**config.mk**
```make
export PLATFORM = sky130hd
export DESIGN_NAME = ascii85_stream_decoder
export DESIGN_NICKNAME = d
export VERILOG_FILES = /design/src/rtl/a85_pkg.sv /design/src/rtl/a85_front.sv /design/src/rtl/a85_cmd_fifo.sv /design/src/rtl/a85_back.sv /design/src/rtl/ascii85_stream_decoder.sv
export SDC_FILE = /design/constraint.sdc
export NUM_CORES = 1
export LEC_CHECK = 0
export BUFFER_PORTS_ARGS = -buffer_cell sky130_fd_sc_hd__buf_4
export CAP_MARGIN = 20
export CORE_MARGIN = 5
export CORE_UTILIZATION = 40
export CTS_CLUSTER_SIZE = 24
export DETAILED_ROUTE_END_ITERATION = 12
export GPL_TIMING_DRIVEN = 0
export SETUP_SLACK_MARGIN = 0.05
export SLEW_MARGIN = 20
export SYNTH_ARGS = -nofsm -noshare
export SYNTH_HDL_FRONTEND = slang
export SYNTH_SLANG_ARGS = --single-unit
```
**constraint.sdc**
```tcl
create_clock -name clk -period 8.9 [get_ports clk]
set_input_delay 0.445 -clock clk [delete_from_list [all_inputs] [get_ports clk]]
set_output_delay 0.445 -clock clk [all_outputs]
set_load 0.05 [all_outputs]
```
**src/rtl/a85_pkg.sv**
```systemverilog
package a85_pkg;

    localparam int unsigned CMD_DEPTH = 4;

    localparam logic [7:0] CHAR_BANG  = 8'h21;  // digit zero
    localparam logic [7:0] CHAR_U     = 8'h75;  // digit 84
    localparam logic [7:0] CHAR_Z     = 8'h7A;
    localparam logic [7:0] CHAR_TILDE = 8'h7E;
    localparam logic [7:0] CHAR_GT    = 8'h3E;
    localparam logic [7:0] CHAR_SPACE = 8'h20;
    localparam logic [7:0] CHAR_TAB   = 8'h09;
    localparam logic [7:0] CHAR_CR    = 8'h0D;

    localparam logic [19:0] RADIX = 20'd85;

    typedef enum logic [2:0] {
        KIND_DATA       = 3'd0,
        KIND_DONE       = 3'd1,
        KIND_BAD_CHAR   = 3'd2,
        KIND_BAD_Z      = 3'd3,
        KIND_LONE_DIGIT = 3'd4
    } kind_t;

    typedef enum logic {
        PHASE_ACTIVE = 1'b0,
        PHASE_HALTED = 1'b1
    } phase_t;

    // One decoded transaction's worth of results: up to four bytes of word,
    // most significant first, then an optional closing code.
    typedef struct packed {
        logic [31:0] word;
        logic [2:0]  nbytes;
        logic        has_tail;
        kind_t       tail_kind;
    } cmd_t;

    // Padding a group of cnt digits with 'u' digits: v * 85^k + (85^k - 1),
    // with k = 5 - cnt.
    function automatic logic [19:0] pad_mult(input logic [2:0] cnt);
        logic [19:0] m;
        case (cnt)
            3'd2:    m = 20'd614125;
            3'd3:    m = 20'd7225;
            default: m = 20'd85;
        endcase
        return m;
    endfunction

    function automatic logic [19:0] pad_add(input logic [2:0] cnt);
        logic [19:0] a;
        case (cnt)
            3'd2:    a = 20'd614124;
            3'd3:    a = 20'd7224;
            default: a = 20'd84;
        endcase
        return a;
    endfunction

endpackage

```
**src/rtl/a85_front.sv**
```systemverilog
module a85_front
    import a85_pkg::*;
(
    input  logic       clk,
    input  logic       rst_n,
    input  logic       accept,
    input  logic [7:0] in_char,
    input  logic       end_of_buffer,
    output logic       cmd_push,
    output cmd_t       cmd
);

    logic [31:0] acc_reg, acc_next;
    logic [2:0]  cnt_reg, cnt_next;
    logic        tilde_reg, tilde_next;
    phase_t      phase_reg, phase_next;

    logic [19:0] mult_k;
    logic [19:0] addend;
    logic [31:0] prod;
    logic        is_space;

    // One multiplier serves both the digit step and the end-marker padding.
    assign mult_k   = tilde_reg ? pad_mult(cnt_reg) : RADIX;
    assign addend   = tilde_reg ? pad_add(cnt_reg) : {12'd0, in_char - CHAR_BANG};
    assign prod     = 32'(acc_reg * {12'd0, mult_k}) + {12'd0, addend};
    assign is_space = (in_char == CHAR_SPACE) || (in_char inside {[CHAR_TAB:CHAR_CR]});

    always_ff @(posedge clk or negedge rst_n)
    begin
        if (!rst_n)
        begin
            acc_reg   <= '0;
            cnt_reg   <= '0;
            tilde_reg <= 1'b0;
            phase_reg <= PHASE_ACTIVE;
        end
        else
        begin
            acc_reg   <= acc_next;
            cnt_reg   <= cnt_next;
            tilde_reg <= tilde_next;
            phase_reg <= phase_next;
        end
    end

    always_comb
    begin
        acc_next      = acc_reg;
        cnt_next      = cnt_reg;
        tilde_next    = tilde_reg;
        phase_next    = phase_reg;
        cmd.word      = '0;
        cmd.nbytes    = '0;
        cmd.has_tail  = 1'b0;
        cmd.tail_kind = KIND_DATA;

        if (accept && phase_reg == PHASE_ACTIVE)
        begin
            if (tilde_reg)
            begin
                tilde_next = 1'b0;
                if (in_char == CHAR_GT)
                begin
                    cmd.has_tail = 1'b1;
                    if (cnt_reg == 3'd1)
                    begin
                        cmd.tail_kind = KIND_LONE_DIGIT;
                    end
                    else
                    begin
                        cmd.tail_kind = KIND_DONE;
                        if (cnt_reg >= 3'd2)
                        begin
                            cmd.word   = prod;
                            cmd.nbytes = cnt_reg - 3'd1;
                        end
                    end
                    acc_next   = '0;
                    cnt_next   = '0;
                    phase_next = PHASE_HALTED;
                end
                else
                begin
                    cmd.has_tail  = 1'b1;
                    cmd.tail_kind = KIND_BAD_CHAR;
                    phase_next    = PHASE_HALTED;
                end
            end
            else if (in_char inside {[CHAR_BANG:CHAR_U]})
            begin
                if (cnt_reg == 3'd4)
                begin
                    cmd.word   = prod;
                    cmd.nbytes = 3'd4;
                    acc_next   = '0;
                    cnt_next   = '0;
                end
                else
                begin
                    acc_next = prod;
                    cnt_next = cnt_reg + 3'd1;
                end
            end
            else if (in_char == CHAR_Z)
            begin
                if (cnt_reg != 3'd0)
                begin
                    cmd.has_tail  = 1'b1;
                    cmd.tail_kind = KIND_BAD_Z;
                    phase_next    = PHASE_HALTED;
                end
                else
                begin
                    cmd.nbytes = 3'd4;
                end
            end
            else if (in_char == CHAR_TILDE)
            begin
                tilde_next = 1'b1;
            end
            else if (!is_space)
            begin
                cmd.has_tail  = 1'b1;
                cmd.tail_kind = KIND_BAD_CHAR;
                phase_next    = PHASE_HALTED;
            end

            // close a stream that is still running at its last character
            if (end_of_buffer && phase_next == PHASE_ACTIVE)
            begin
                cmd.has_tail  = 1'b1;
                cmd.tail_kind = tilde_next ? KIND_BAD_CHAR : KIND_DONE;
            end
        end

        if (accept && end_of_buffer)
        begin
            acc_next   = '0;
            cnt_next   = '0;
            tilde_next = 1'b0;
            phase_next = PHASE_ACTIVE;
        end
    end

    assign cmd_push = accept && (cmd.nbytes != 3'd0 || cmd.has_tail);

    a_cnt_range: assert property (@(posedge clk) disable iff (!rst_n)
        cnt_reg <= 3'd4)
        else $error("digit count out of range");

    a_halted_quiet: assert property (@(posedge clk) disable iff (!rst_n)
        (phase_reg == PHASE_HALTED) |-> !cmd_push)
        else $error("halted stream produced a result");

    a_last_resets: assert property (@(posedge clk) disable iff (!rst_n)
        (accept && end_of_buffer) |=> (cnt_reg == 3'd0 && !tilde_reg
                                       && phase_reg == PHASE_ACTIVE))
        else $error("state not cleared after last character");

endmodule

```
**src/rtl/a85_cmd_fifo.sv**
```systemverilog
module a85_cmd_fifo
    import a85_pkg::*;
#(
    parameter int unsigned DEPTH = CMD_DEPTH
)
(
    input  logic clk,
    input  logic rst_n,
    input  logic wr_en,
    input  cmd_t wr_data,
    input  logic rd_en,
    output cmd_t rd_data,
    output logic not_empty,
    output logic full
);

    localparam int unsigned PTR_W = $clog2(DEPTH);
    localparam int unsigned CNT_W = $clog2(DEPTH + 1);

    cmd_t             mem [DEPTH];
    logic [PTR_W-1:0] wr_ptr_reg, wr_ptr_next;
    logic [PTR_W-1:0] rd_ptr_reg, rd_ptr_next;
    logic [CNT_W-1:0] count_reg, count_next;
    logic             do_wr, do_rd;

    assign do_wr     = wr_en && !full;
    assign do_rd     = rd_en && not_empty;
    assign not_empty = count_reg != '0;
    assign full      = count_reg == CNT_W'(DEPTH);
    assign rd_data   = mem[rd_ptr_reg];

    always_comb
    begin
        wr_ptr_next = wr_ptr_reg;
        rd_ptr_next = rd_ptr_reg;
        count_next  = count_reg;
        if (do_wr)
        begin
            wr_ptr_next = (wr_ptr_reg == PTR_W'(DEPTH - 1)) ? '0 : wr_ptr_reg + 1'b1;
        end
        if (do_rd)
        begin
            rd_ptr_next = (rd_ptr_reg == PTR_W'(DEPTH - 1)) ? '0 : rd_ptr_reg + 1'b1;
        end
        if (do_wr && !do_rd)
        begin
            count_next = count_reg + 1'b1;
        end
        else if (do_rd && !do_wr)
        begin
            count_next = count_reg - 1'b1;
        end
    end

    always_ff @(posedge clk)
    begin
        if (do_wr)
        begin
            mem[wr_ptr_reg] <= wr_data;
        end
    end

    always_ff @(posedge clk or negedge rst_n)
    begin
        if (!rst_n)
        begin
            wr_ptr_reg <= '0;
            rd_ptr_reg <= '0;
            count_reg  <= '0;
        end
        else
        begin
            wr_ptr_reg <= wr_ptr_next;
            rd_ptr_reg <= rd_ptr_next;
            count_reg  <= count_next;
        end
    end

    a_no_overflow: assert property (@(posedge clk) disable iff (!rst_n)
        wr_en |-> !full)
        else $error("command written into full queue");

endmodule

```
**src/rtl/a85_back.sv**
```systemverilog
module a85_back
    import a85_pkg::*;
(
    input  logic       clk,
    input  logic       rst_n,
    input  logic       head_valid,
    input  cmd_t       head,
    output logic       head_pop,
    input  logic       pop,
    output logic       empty,
    output logic [7:0] out_byte,
    output logic [2:0] kind,
    output logic       last_of_run
);

    logic [2:0] idx_reg, idx_next;
    logic       valid_reg, valid_next;
    logic [7:0] byte_reg, byte_next;
    kind_t      kind_reg, kind_next;
    logic       last_reg, last_next;
    logic       load;
    logic [2:0] total;
    logic       is_last;
    logic [7:0] sel_byte;

    assign load    = head_valid && (!valid_reg || pop);
    assign total   = head.nbytes + {2'd0, head.has_tail};
    assign is_last = idx_reg == (total - 3'd1);

    always_comb
    begin
        case (idx_reg[1:0])
            2'd0:    sel_byte = head.word[31:24];
            2'd1:    sel_byte = head.word[23:16];
            2'd2:    sel_byte = head.word[15:8];
            default: sel_byte = head.word[7:0];
        endcase
    end

    always_comb
    begin
        idx_next   = idx_reg;
        valid_next = valid_reg;
        byte_next  = byte_reg;
        kind_next  = kind_reg;
        last_next  = last_reg;
        head_pop   = 1'b0;
        if (load)
        begin
            valid_next = 1'b1;
            last_next  = is_last;
            if (idx_reg < head.nbytes)
            begin
                byte_next = sel_byte;
                kind_next = KIND_DATA;
            end
            else
            begin
                byte_next = '0;
                kind_next = head.tail_kind;
            end
            // advance through the transaction, release it on its final result
            if (is_last)
            begin
                idx_next = '0;
                head_pop = 1'b1;
            end
            else
            begin
                idx_next = idx_reg + 3'd1;
            end
        end
        else if (pop)
        begin
            valid_next = 1'b0;
        end
    end

    always_ff @(posedge clk or negedge rst_n)
    begin
        if (!rst_n)
        begin
            idx_reg   <= '0;
            valid_reg <= 1'b0;
        end
        else
        begin
            idx_reg   <= idx_next;
            valid_reg <= valid_next;
        end
    end

    always_ff @(posedge clk)
    begin
        byte_reg <= byte_next;
        kind_reg <= kind_next;
        last_reg <= last_next;
    end

    assign empty       = !valid_reg;
    assign out_byte    = byte_reg;
    assign kind        = kind_reg;
    assign last_of_run = last_reg;

    a_code_no_byte: assert property (@(posedge clk) disable iff (!rst_n)
        (valid_reg && kind_reg != KIND_DATA) |-> (byte_reg == 8'd0 && last_reg))
        else $error("closing code carries data or is not final");

    a_idx_bound: assert property (@(posedge clk) disable iff (!rst_n)
        head_valid |-> (idx_reg < total))
        else $error("result index past end of transaction");

endmodule

```
**src/rtl/ascii85_stream_decoder.sv**
```systemverilog
// ASCII85 stream decoder. One character enters per cycle (push while full is
// low); results leave one per cycle while popped, through a queue-style port
// (pop while empty is low). A character is decoded in the cycle it is accepted
// and becomes one transaction of zero to five results in a command queue of
// CMD_DEPTH entries; the output stage expands each transaction one result a
// cycle while pop is high, so a fifth digit or a 'z' yields four results (five
// when it also ends the stream). Full rises only when that queue is backed up;
// with pop held high, a stream of plain groups (five characters in, four bytes
// out) runs at one character per cycle indefinitely. The final result of each
// transaction carries last_of_run. The decode path holds a single 32x20
// multiplier shared by the digit step and the end-marker padding.
module ascii85_stream_decoder
    import a85_pkg::*;
#(
    parameter int unsigned CMD_DEPTH_P = CMD_DEPTH
)
(
    input  logic       clk,
    input  logic       rst_n,
    input  logic       push,
    output logic       full,
    input  logic [7:0] in_char,
    input  logic       end_of_buffer,
    output logic       empty,
    input  logic       pop,
    output logic [7:0] out_byte,
    output logic [2:0] kind,
    output logic       last_of_run
);

    logic accept;
    logic cmd_push;
    cmd_t cmd;
    cmd_t head;
    logic head_valid;
    logic head_pop;

    assign accept = push && !full;

    a85_front u_front (
        .clk           (clk),
        .rst_n         (rst_n),
        .accept        (accept),
        .in_char       (in_char),
        .end_of_buffer (end_of_buffer),
        .cmd_push      (cmd_push),
        .cmd           (cmd)
    );

    a85_cmd_fifo #(
        .DEPTH (CMD_DEPTH_P)
    ) u_fifo (
        .clk       (clk),
        .rst_n     (rst_n),
        .wr_en     (cmd_push),
        .wr_data   (cmd),
        .rd_en     (head_pop),
        .rd_data   (head),
        .not_empty (head_valid),
        .full      (full)
    );

    a85_back u_back (
        .clk         (clk),
        .rst_n       (rst_n),
        .head_valid  (head_valid),
        .head        (head),
        .head_pop    (head_pop),
        .pop         (pop),
        .empty       (empty),
        .out_byte    (out_byte),
        .kind        (kind),
        .last_of_run (last_of_run)
    );

endmodule
```
[Word-level counts from Yosys, hierarchy flattened]
Memory sizes are Yosys's and may differ from the RTL's.
Cells that the tools add are included.
Cells by class
  add/sub/neg operators: 11
  multiply operators: 1
  order comparisons: 6
  equal/unequal tests: 15
  mux-type cells: 63
  bitwise logic cells: 2
  reduce and logical (&&, ||, !) cells: 28
Operators by type and width (number)
  two-way mux 32 bit: 7
  two-way mux 35 bit: 4
  case mux 20 bit (2 select lines): 2
  two-way mux 39 bit: 2
  two-way mux 3 bit: 14
  two-way mux 20 bit: 2
  adder 32 x 20 -> 32 bit: 1
  multiplier 32 x 20 -> 32 bit: 1
  two-way mux 4 bit: 6
  case mux 8 bit (3 select lines): 1
  two-way mux 1 bit: 22
  equality test 8 x 6 -> 1 bit, second input constant: 2
  equality test 8 x 7 -> 1 bit, second input constant: 2
  logical AND 1 bit: 12
  nonzero test 3 bit: 4
  adder 3 x 1 -> 3 bit, second input constant: 3
  subtractor 3 x 1 -> 3 bit, second input constant: 3
  greater-or-equal comparator 8 x 4 -> 1 bit, second input constant: 1
  greater-or-equal comparator 8 x 6 -> 1 bit, second input constant: 1
  less-or-equal comparator 8 x 4 -> 1 bit, second input constant: 1
  less-or-equal comparator 8 x 7 -> 1 bit, second input constant: 1
  subtractor 8 x 6 -> 8 bit, second input constant: 1
  equality test 2 bit, second input constant: 3
  equality test 3 x 2 -> 1 bit, second input constant: 2
  other kinds (16): 28
Word-level totals
  register bits: 60
  RAM bits: 156
  input bits: 13
  output and inout port bits: 14
  logic and storage cells: 139
  memories kept: 1
Memory list
  u_fifo.mem: words 4, width 39, read ports 1, clocked after memory_dff 0, wr ports 1, line a85_cmd_fifo.sv:20  | cmd_t mem [DEPTH];

[Logic depth before layout (Yosys ltp)]
  depth in word-level cells: 21
  mapped depth: 32
  mapped depth without buffers: 30

[Cells and area by module]
A second synthesis with hierarchy kept.
Unflattened totals
  cell total of the unflattened synthesis: 1761
  area, all modules: 20066.7 um^2
Modules (own cells, without submodules)
  a85_front: times used 1, cells each 1426, area an instance 12907.4 um^2, seq. area each 925.9 um^2
  a85_cmd_fifo: times used 1, cells each 241, area an instance 6158.4 um^2, seq. area each 4859.7 um^2
  a85_back: times used 1, cells each 93, area an instance 987.2 um^2, seq. area each 460.4 um^2
  ascii85_stream_decoder: times used 1, cells each 1, area an instance 13.8 um^2, seq. area each 0.0 um^2

[Worst setup path after synthesis]
No wires, ideal clock.
  kind: flip-flop to flip-flop
  start point: register u_front.cnt_reg[0]
  end point: memory u_fifo.mem[0][37] in the netlist's numbering (data pin)
  library setup time: 0.277 ns
  arrival: 7.328 ns
  data required time: 8.623 ns
  path slack: 1.295 ns
  cell stages (with the launch flop): 31
  buffers on the path: 2
  period minus slack after synthesis: 7.605 ns
  cells stage by stage: dfrtp_1 > inv_1 > ha_1 > nor2b_1 > clkbuf_1 > o21ai_2 > inv_1 > clkbuf_1 > ha_1 > inv_1 > fa_1 > inv_1 > fa_1 > inv_1 > fa_1 > inv_1 > fa_1 > fa_1 > fa_1 > inv_1 > fa_1 > inv_1 > ha_1 > nand2_1 > a211oi_2 > o21bai_1 > or3_1 > a31oi_2 > a31oi_1 > xor2_1 > nor2_1
RTL lines
  from (decl): line a85_front.sv:14  | logic [2:0] cnt_reg, cnt_next;
  from (signal assigned): line a85_front.sv:41  | cnt_reg <= cnt_next;
  to (decl): line a85_cmd_fifo.sv:20

==> flow_summary.ini <==
[status]
status = finished with violations
violations = negative hold slack

[worst_setup_path]
max_stage_delay_ns = 0.58
critical_path_required_ns = 9.10
critical_path.max_fanout = 10
worst_path_most_repeated_cell = fa_1
cp-end-kind = flip-flop
crit_path_top_delay_cell = fa_1
r2r_slack_ns = 0.35
start_kind = flip-flop
worstSetupPathType = reg2reg
r2r_cells = 28
regToRegEndpoint = u_fifo.mem[3][37]$_DFFE_PP_
rr_startpoint = u_front.cnt_reg[0]$_DFFE_PN0P_
cp.arrival_ns = 8.76

[yosys]
synthFlopType = edfxtp_1
yosysUniqueCellTypes = 55
synth_xor_area_frac = 0.0295
synth.largest_area_cell = fa_1
synth_area_leaders = fa_1 (26%), edfxtp_1 (26%), ha_1 (13%), inv_1 (8.4%), dfrtp_1 (6.1%)
synth_compound_area_frac = 0.0541
synth_top_family_by_area = adder cells
synth-edff-count = 168
synth_seq_area_share = 0.319
netlist_instances = 1737
avgSynthCellArea_sq_um = 11.3
async_flop_share = 0.222
yosys_warnings = 0
synth_top_area_frac = 0.261
synth_nets = 2204
synth_most_common_cell = inv_1
ys_ff_latch = 216
synthMuxAreaShare = 0.0465
synth_simple_gate_area_share = 0.0712
synthAdderAreaFrac = 0.388
netlist_area_sq_um = 19600
netlist_top_cells_count = inv_1 (437), fa_1 (256), ha_1 (198)

[cts]
clk_latency_ns = 0.49
root_buffer = clkbuf_16
cts_buffers = 22
htree_levels = 1
ctsHoldBuffers = 0
cts_tree = built
clkTransAtPathRegs_ns = 0.06
clockBufferDepth = 3
cts.sinks = 216

[floorplanning]
dieArea_sq_um = 53500
start_util = 0.402
io_pins = 27
die_w_microns = 231
num_rows = 81
coreArea_sq_um = 48700
die_y_microns = 231

[sta]
hold_viol = 12
setup-violations-final = 0
tightestPinTransition_ns = 0.913
period_minus_slack_ns = 8.55
drv_slew = 0
fin_worst_skew_ns = 0.00760
grt_setup_unrepaired = false
fin_crit_sh = 0.961
fmax_mhz = 117
hold_slack_ns = -0.0156
slew_headroom = 0.392
fin_ws_ns = 0.347

[layout]
syn_to_final_growth_pct = 9.75
final_nets = 2261
finalNonFillerCells = 2473
fin_area_sq_um = 21500
diodes = 0
largest_register_ffs = 156
fillers = 4567
final_layout_size_suffix_gt1_frac = 0.0879

[run]
cap_violations = 0

[drt]
vias_per_cell = 4.94
drc = 0
vias = 12200
drt_wl_total_microns = 46200
drtIter0Drc = 808
firstDrtPassIters = 5
wl_per_cell_microns = 18.7
ant_nets = 0

[placed_design]
placed_area_sq_um = 20700
port_buffers = 24
post-place-ws_ns = -0.889
gp_congestion = 0.914
hpwl_microns = 37500
dp_cells = 2427

[power]
power.leakage_nw = 9.89
ir_worst_vdd_uv = 157
power_density_nw_per_um2 = 316

[grt]
grt_overflow = 0
first_global_vias = 13100
grt_pass1_wl_microns = 74800
antenna_found_initial = 0
grt_use_total = 0.178
grt_max_degree = 49

[hold_path]
min_path_type = in2async
-- logic make-up after synthesis --
group           after synthesis
fa+ha+maj                   454
mux                          42
flops                       216
xor+xnor                     66
buf+inv                     479
simple gates                309
compound gates              171
-- stage by stage --
| step | setup TNS, ns | util | hold WS, ns | total power [mW] |
|---|---|---|---|---|
| 2_1_floorplan | 0 | - | 0.149 | 4.64 |
| 3_3_place_gp | -27.87 | 0.423 | 0.480 | 5.82 |
| 3_5_place_dp | -35.54 | 0.424 | 0.498 | 5.87 |
| 4_1_cts | 0 | 0.439 | 0.00325 | 6.82 |
| 5_1_grt | 0 | 0.441 | 0.0339 | 7.47 |
| 6_report | 0 | 0.441 | -0.0156 | 6.79 |
-- power breakdown --
part	internal, mW	leakage [nW]	switching, mW
sequential	1.35	2.21	0.196
clock	0.536	0.348	0.363
combinational	1.74	7.33	2.61
total	3.62	9.89	3.17
-- layout by cell type (no fill, tap or decap), types with 4 or more instances in the layout --
| cell | count |
|---|---|
| o31ai_1 | 6 |
| nand2_1 | 119 |
| nor2_2 | 6 |
| nand3_1 | 6 |
| o21bai_1 | 4 |
| a21oi_1 | 51 |
| nor2_1 | 84 |
| xnor2_1 | 46 |
| and3_1 | 9 |
| o211ai_1 | 4 |
| a22oi_1 | 9 |
| edfxtp_1 | 168 |
| o21ai_1 | 11 |
| o21ai_0 | 42 |
| clkbuf_16 | 23 |
| nor3_1 | 14 |
| clkbuf_1 | 20 |
| dfrtp_1 | 47 |
| clkinv_2 | 5 |
| inv_1 | 436 |
| clkinv_1 | 4 |
| clkbuf_2 | 5 |
| buf_4 | 34 |
| ha_1 | 195 |
| a21o_1 | 11 |
| o21a_1 | 13 |
| nor2b_1 | 17 |
| buf_2 | 11 |
| xor2_1 | 19 |
| mux4_2 | 39 |
| and2_1 | 28 |
| fa_1 | 256 |
-- layout make-up --
cell class | instances | area (sq um) | share of cell area
multi-input cells | 1042 | 11600 | 0.540
flip-flops and latches | 216 | 6250 | 0.290
inverters | 439 | 1650 | 0.0768
well taps | 664 | 831 | 0.0386
clock buffers | 27 | 601 | 0.0279
repair buffers | 34 | 280 | 0.0130
plain buffers | 39 | 178 | 0.00826
clock inverters | 12 | 108 | 0.00500
-- layer usage --
layer / GRT usage / share of wire / up-vias / wire, microns
li1: - / - / 5630 / -
met1: 0.254 / 0.45 / 6231 / 20800
met2: 0.305 / 0.49 / 291 / 22600
met3: 0.0212 / 0.045 / 54 / 2090
met4: 0.0223 / 0.014 / 0 / 665
met5: 0 / 0 / - / 0
-- how the worst max path moves through the flow --
stage	slack, ns	to	cells after the start	startpoint
after CTS	0.12	u_fifo.mem[1][37]$_DFFE_PP_	29	u_front.cnt_reg[0]$_DFFE_PN0P_
final	0.35	u_fifo.mem[3][37]$_DFFE_PP_	28	u_front.cnt_reg[0]$_DFFE_PN0P_
after global routing	0.04	u_fifo.mem[3][37]$_DFFE_PP_	30	u_front.cnt_reg[0]$_DFFE_PN0P_
after detailed placement	-0.89	u_fifo.mem[3][37]$_DFFE_PP_	30	u_front.cnt_reg[0]$_DFFE_PN0P_
after global placement	-0.77	u_fifo.mem[0][37]$_DFFE_PP_	30	u_front.cnt_reg[0]$_DFFE_PN0P_
after floorplan	1.30	u_fifo.mem[0][37]$_DFFE_PP_	30	u_front.cnt_reg[0]$_DFFE_PN0P_
-- timing repair --
item / 4_1_cts / 5_1_grt
setup endpoints to repair: 84 / 55
buffers inserted: 1 / 7
resized for setup: 14 / 23
pin swaps: 1 / 4
-- critical path: cells and delay by family, from the launching register on --
kind,cells,cell delay [ns]
AO/OA/AOI/OAI,4,0.87
XOR/XNOR,1,0.29
adder cells (fa/ha/maj),9,4.12
buffers and inverters,8,1.01
flip-flops,1,0.45
AND/OR/NAND/NOR,6,1.46
No activity file was read; power rests on OpenSTA's default activity.
